`config.mk`:
```
export PLATFORM = sky130hd
export DESIGN_NAME = mi3_merge
export DESIGN_NICKNAME = d
export VERILOG_FILES = /design/src/rtl/core/mi3_pkg.sv /design/src/rtl/core/mi3_merge.sv
export SDC_FILE = /design/constraint.sdc
export NUM_CORES = 1
export LEC_CHECK = 0
export BUFFER_PORTS_ARGS = -buffer_cell sky130_fd_sc_hd__buf_2
export CAP_MARGIN = 5
export CORE_AREA = 2 2 231 233
export DETAILED_ROUTE_END_ITERATION = 16
export DIE_AREA = 0 0 233 235
export PLACE_DENSITY = 0.3
export SETUP_SLACK_MARGIN = 0.4
export SLEW_MARGIN = 0
export SYNTH_ARGS = -nofsm -noshare
export SYNTH_HDL_FRONTEND = slang
export SYNTH_SLANG_ARGS = --single-unit
```
`constraint.sdc`:
```
create_clock -name vclk -period 1.4
set_input_delay 0.35 -clock vclk [all_inputs]
set_output_delay 0.35 -clock vclk [all_outputs]
set_load 0.01 [all_outputs]
```
`src/rtl/core/mi3_pkg.sv`:
```
package mi3_pkg;

	localparam int FRAC_BITS = 16;
	localparam int IN_W      = 32;
	localparam int OUT_W     = 32;
	localparam int PROD_W    = 2 * IN_W;
	localparam int COF_W     = PROD_W + 2;
	localparam int SPLIT_W   = COF_W / 2;
	localparam int DET_W     = IN_W + COF_W + 2;
	localparam int DMAG_W    = DET_W - 1;
	localparam int NUM_W     = COF_W - 1 + 2 * FRAC_BITS;
	localparam int QB        = OUT_W + 2;
	localparam int ADJ_LAT   = 7;
	localparam int LANE_LAT  = QB + 2;
	localparam int N_LANE    = 9;

	localparam logic [OUT_W-1:0] OUT_MAX = {1'b0, {(OUT_W-1){1'b1}}};
	localparam logic [OUT_W-1:0] OUT_MIN = {1'b1, {(OUT_W-1){1'b0}}};
	localparam logic [QB-1:0]    NEG_LIM = QB'(1) << (OUT_W - 1);
	localparam logic [QB-1:0]    POS_LIM = NEG_LIM - QB'(1);

	typedef struct packed {
		logic signed [IN_W-1:0] in_r0c0;
		logic signed [IN_W-1:0] in_r0c1;
		logic signed [IN_W-1:0] in_r0c2;
		logic signed [IN_W-1:0] in_r1c0;
		logic signed [IN_W-1:0] in_r1c1;
		logic signed [IN_W-1:0] in_r1c2;
		logic signed [IN_W-1:0] in_r2c0;
		logic signed [IN_W-1:0] in_r2c1;
		logic signed [IN_W-1:0] in_r2c2;
	} mat_t;

	typedef struct packed {
		logic signed [OUT_W-1:0] out_r0c0;
		logic signed [OUT_W-1:0] out_r0c1;
		logic signed [OUT_W-1:0] out_r0c2;
		logic signed [OUT_W-1:0] out_r1c0;
		logic signed [OUT_W-1:0] out_r1c1;
		logic signed [OUT_W-1:0] out_r1c2;
		logic signed [OUT_W-1:0] out_r2c0;
		logic signed [OUT_W-1:0] out_r2c1;
		logic signed [OUT_W-1:0] out_r2c2;
		logic                    singular;
		logic                    saturated;
	} inv_t;

	typedef struct packed {
		logic [NUM_W-1:0]  num;
		logic [DMAG_W-1:0] den;
		logic              neg;
	} lane_in_t;

	typedef struct packed {
		logic                       singular;
		lane_in_t [N_LANE-1:0]      lane;
	} adj_t;

endpackage

```
`src/rtl/core/mi3_merge.sv`:
```
module mi3_merge (
	input  logic                             singular,
	input  logic signed [mi3_pkg::OUT_W-1:0] entry [mi3_pkg::N_LANE],
	input  logic        [mi3_pkg::N_LANE-1:0] sat,
	output mi3_pkg::inv_t                    result
);

	logic signed [mi3_pkg::OUT_W-1:0] val [mi3_pkg::N_LANE];

	for (genvar k = 0; k < mi3_pkg::N_LANE; k++) begin : g_val
		assign val[k] = singular ? '0 : entry[k];
	end

	always_comb begin
		result.out_r0c0  = val[0];
		result.out_r0c1  = val[1];
		result.out_r0c2  = val[2];
		result.out_r1c0  = val[3];
		result.out_r1c1  = val[4];
		result.out_r1c2  = val[5];
		result.out_r2c0  = val[6];
		result.out_r2c1  = val[7];
		result.out_r2c2  = val[8];
		result.singular  = singular;
		result.saturated = !singular && (|sat);
	end

endmodule
```
## Word-level counts from Yosys, hierarchy flattened

Index checks and enable logic that the tools add are counted.

| word-level totals | value |
|---|---|
| input bits | 298 |
| flip-flop bits (word level) | 0 |
| word-level logic and storage cells | 12 |

| cells by class | value |
|---|---|
| reductions and logical operators | 3 |
| muxes and demuxes | 9 |

Operators with widths:

| operator | count |
|---|---|
| 32-bit 2-to-1 mux | 9 |
| 9-bit OR reduction | 1 |
| 1-bit logical AND | 1 |
| 1-bit zero test | 1 |

## Longest topological paths before layout

| logic depth | value |
|---|---|
| depth after elaboration | 2 |
| gate-level depth with buffers | 4 |
| depth with buffers taken out | 2 |

## Worst setup path after synthesis

Ideal clock, no wire load.

| timing | value |
|---|---|
| kind | input -> output |
| from | in singular |
| to | out result[194] in the netlist's numbering |
| data required time | 1.050 ns |
| cell stages on the path | 4 |
| path buffers | 3 |
| setup slack | 0.016 ns |
| data arrival time | 1.034 ns |
| cell sequence | buf_4 buf_4 clkbuf_1 nor2b_1 |

RTL lines:

| what | line | text |
|---|---|---|
| start: declaration | mi3_merge.sv:2 | `input logic singular,` |
| end: declaration | mi3_merge.sv:5 | `output mi3_pkg::inv_t result` |

==> flow_summary_export.csv <==
group,metric,value,unit
status,outcome,"finished, violations left",
status,violations,"negative setup slack",
cells_and_area,drive_gt1_share,85.5,%
timing,max_slew_margin,83.7,%
synthesis,synth_compound_area_share,0.315,%
cells_and_area,antennaDiodeCount,0,
synthesis,synth_fa_ha_area_share,0,%
die,die_y,235,um
die,row_count,84,
route,postRouteWirelength,21700,um
timing,rsz0062_at_grt,"yes",
synthesis,muxShareOfSynthArea,0,%
cells_and_area,n_fill_cell,5928,
die,core,52200,um^2
cells_and_area,final_nets,1240,
synthesis,yosys-top-cells-area,"nor2b_1, buf_2, clkbuf_1",
synthesis,yosysSeqAreaShare,0,%
timing,max_freq,0.658,GHz
synthesis,yosysTopAreaCellShare,90.7,%
route,wl_per_cell,13.3,um
global_route,grt_pass1_wl,26800,um
placed_design,hpwl,18300,um
synthesis,synthesis.nets,623,
critical_path,crit_slowest_cell,"clkbuf_16",
cells_and_area,fin_util,15.4,%
timing,setup_slack,-119,ps
cells_and_area,instances_no_fill,1628,
route,vias_per_cell,2.81,
timing,min_period,1520,ps
power,leakage,0.00443,uW
route,drt_iter0_drc,75,
clocking,hold_buffers,0,
power,comb_power_share,100.0,%
power,peakVddDrop,0.111,mV
power,pwr-share-seq,0,%
cells_and_area,register_area,0,um^2
die,start_util,3.80,%
timing,fin_crit_sh,109,%
placed_design,pre_cts_slack,-181,ps
cells_and_area,area_growth,306,%
global_route,grt_antenna_before_repair,6,
critical_path,critPathArrivalTime,1170,ps
global_route,grt_pass1_vias,4380,
cells_and_area,seq_cell_count,0,
synthesis,netlist_area,1990,um^2
critical_path,crit_chain,"buf_12 -> buf_12 -> clkbuf_16 -> nor2b_1 -> buf_2",
route,num_vias,4577,
power,clockPowerShare,0,%
synthesis,yosysMostFrequentCell,"nor2b_1",
power,power_switching,984,uW
job,maxCapViolCount,0,
placed_design,place_congestion,0.746,
power,switching_share,41.9,%
synthesis,ys_top_cells_by_count,"nor2b_1, buf_2, clkbuf_1",
power,power_density,291,nW/um^2
synthesis,synth_top_family_by_area,"simple AND/OR/NAND/NOR gates",
power,p_int,1360,uW
critical_path,worst_path_most_repeated_cell,"buf_12",
synthesis,syn_inst,325,
placed_design,dpl.cell_count,1605,
synthesis,synth_cell_type_count,8,
route,firstDrtPassIters,4,
synthesis,synth_xor_area_share,0,%
global_route,grt_start_max_net_pins,35,
die,die_width,233,um
timing,worst_slew_pin_slew,243,ps
synthesis,yosysWarningCount,0,
global_route,grt_usage,6.62,%
route,ant_nets,0,
critical_path,critPathTopFamily,"buffers and inverters",
critical_path,cp_max_fo,18,
synthesis,yosys.area_share.simple,91.5,%
route,drc,0,
die,num_io_pins,588,
cells_and_area,nClkBuffers,0,
critical_path,startpoint_type,"primary input",
min_path,hp-class,"primary input to primary output",
timing,setup_viol,198,
critical_path,worstSetupEndpointType,"primary output",
placed_design,io_buffers,588,
timing,hold_violations,0,
critical_path,path_buf_inv,4,
critical_path,crit_type,"primary input to primary output",
synthesis,synth_largest_area_cell,"nor2b_1",
synthesis,avgSynthCellArea,6.11,um^2
die,die_area,54800,um^2
global_route,grt-ovfl-total,0,
critical_path,required,1050,ps
critical_path,slowest_delay,190,ps
timing,maxSlewViolCount,0,
[per-stage QoR]
step	TNS (ps)	instance area [um^2]	hold slack [ps]	power, uW
2_1_floorplan	0	2750	792	907
3_3_place_gp	-8930	6720	997	1950
3_5_place_dp	-9750	6720	999	1930
4_1_cts	-16690	7300	994	2150
5_1_grt	-18380	8060	1010	2530
6_report	-8380	8060	995	2350
[timing repair]
action,CTS,global route
gates resized for setup,101,104
setup endpoints to repair,290,290
cloned,4,15
setup buffers,2,2
[path summary, 6_finish.rpt]
| path | cells after the start | from | to | slack, ps |
|---|---|---|---|---|
| worst max-delay path | 5 | singular | result[190] | -120 |
| worst min-delay path | 3 | entry[287] | result[289] | 1000 |
[area by class of cell]
class	instances	area (um^2)	area share [%]
timing repair buffer	648	4390	54.5
multi-input combinational	292	2810	34.9
tap	688	861	10.7
[logic make-up (layout without fill, tap and decap cells)]
family / count (synthesis) / in the layout
compound gates: 1 / 1
buf+inv: 33 / 648
simple gates: 291 / 291
[layout by cell type (no fill, tap or decap)]
master,count
buf_2,520
buf_4,20
bufbuf_16,2
buf_12,12
nor4_4,1
buf_6,70
nor2b_2,39
nor3_2,1
buf_16,6
nor2b_4,114
nor2b_1,135
buf_8,7
a31oi_4,1
clkbuf_16,11
nor2_1,1
[worst min-delay path: stages]
cell	delay, ps
buf_2	80
nor2b_4	120
buf_6	100
[metal layers]
layer / part of all wire, % / vias up / GRT usage (%)
met4: 0.39 / 6 / 0.0965
met5: 0.18 / - / 0
met3: 9.5 / 14 / 1.65
li1: - / 2187 / -
met2: 58 / 334 / 14.6
met1: 31 / 2036 / 6.15
[power groups by stage]
stage	Clock [uW]	Combinational [uW]	Sequential (uW)
global route	0	2530	0
floorplan	0	907	0
CTS	0	2150	0
detailed placement	0	1930	0
finish	0	2350	0
global placement	0	1950	0
Power figures use the tool's default switching activity.
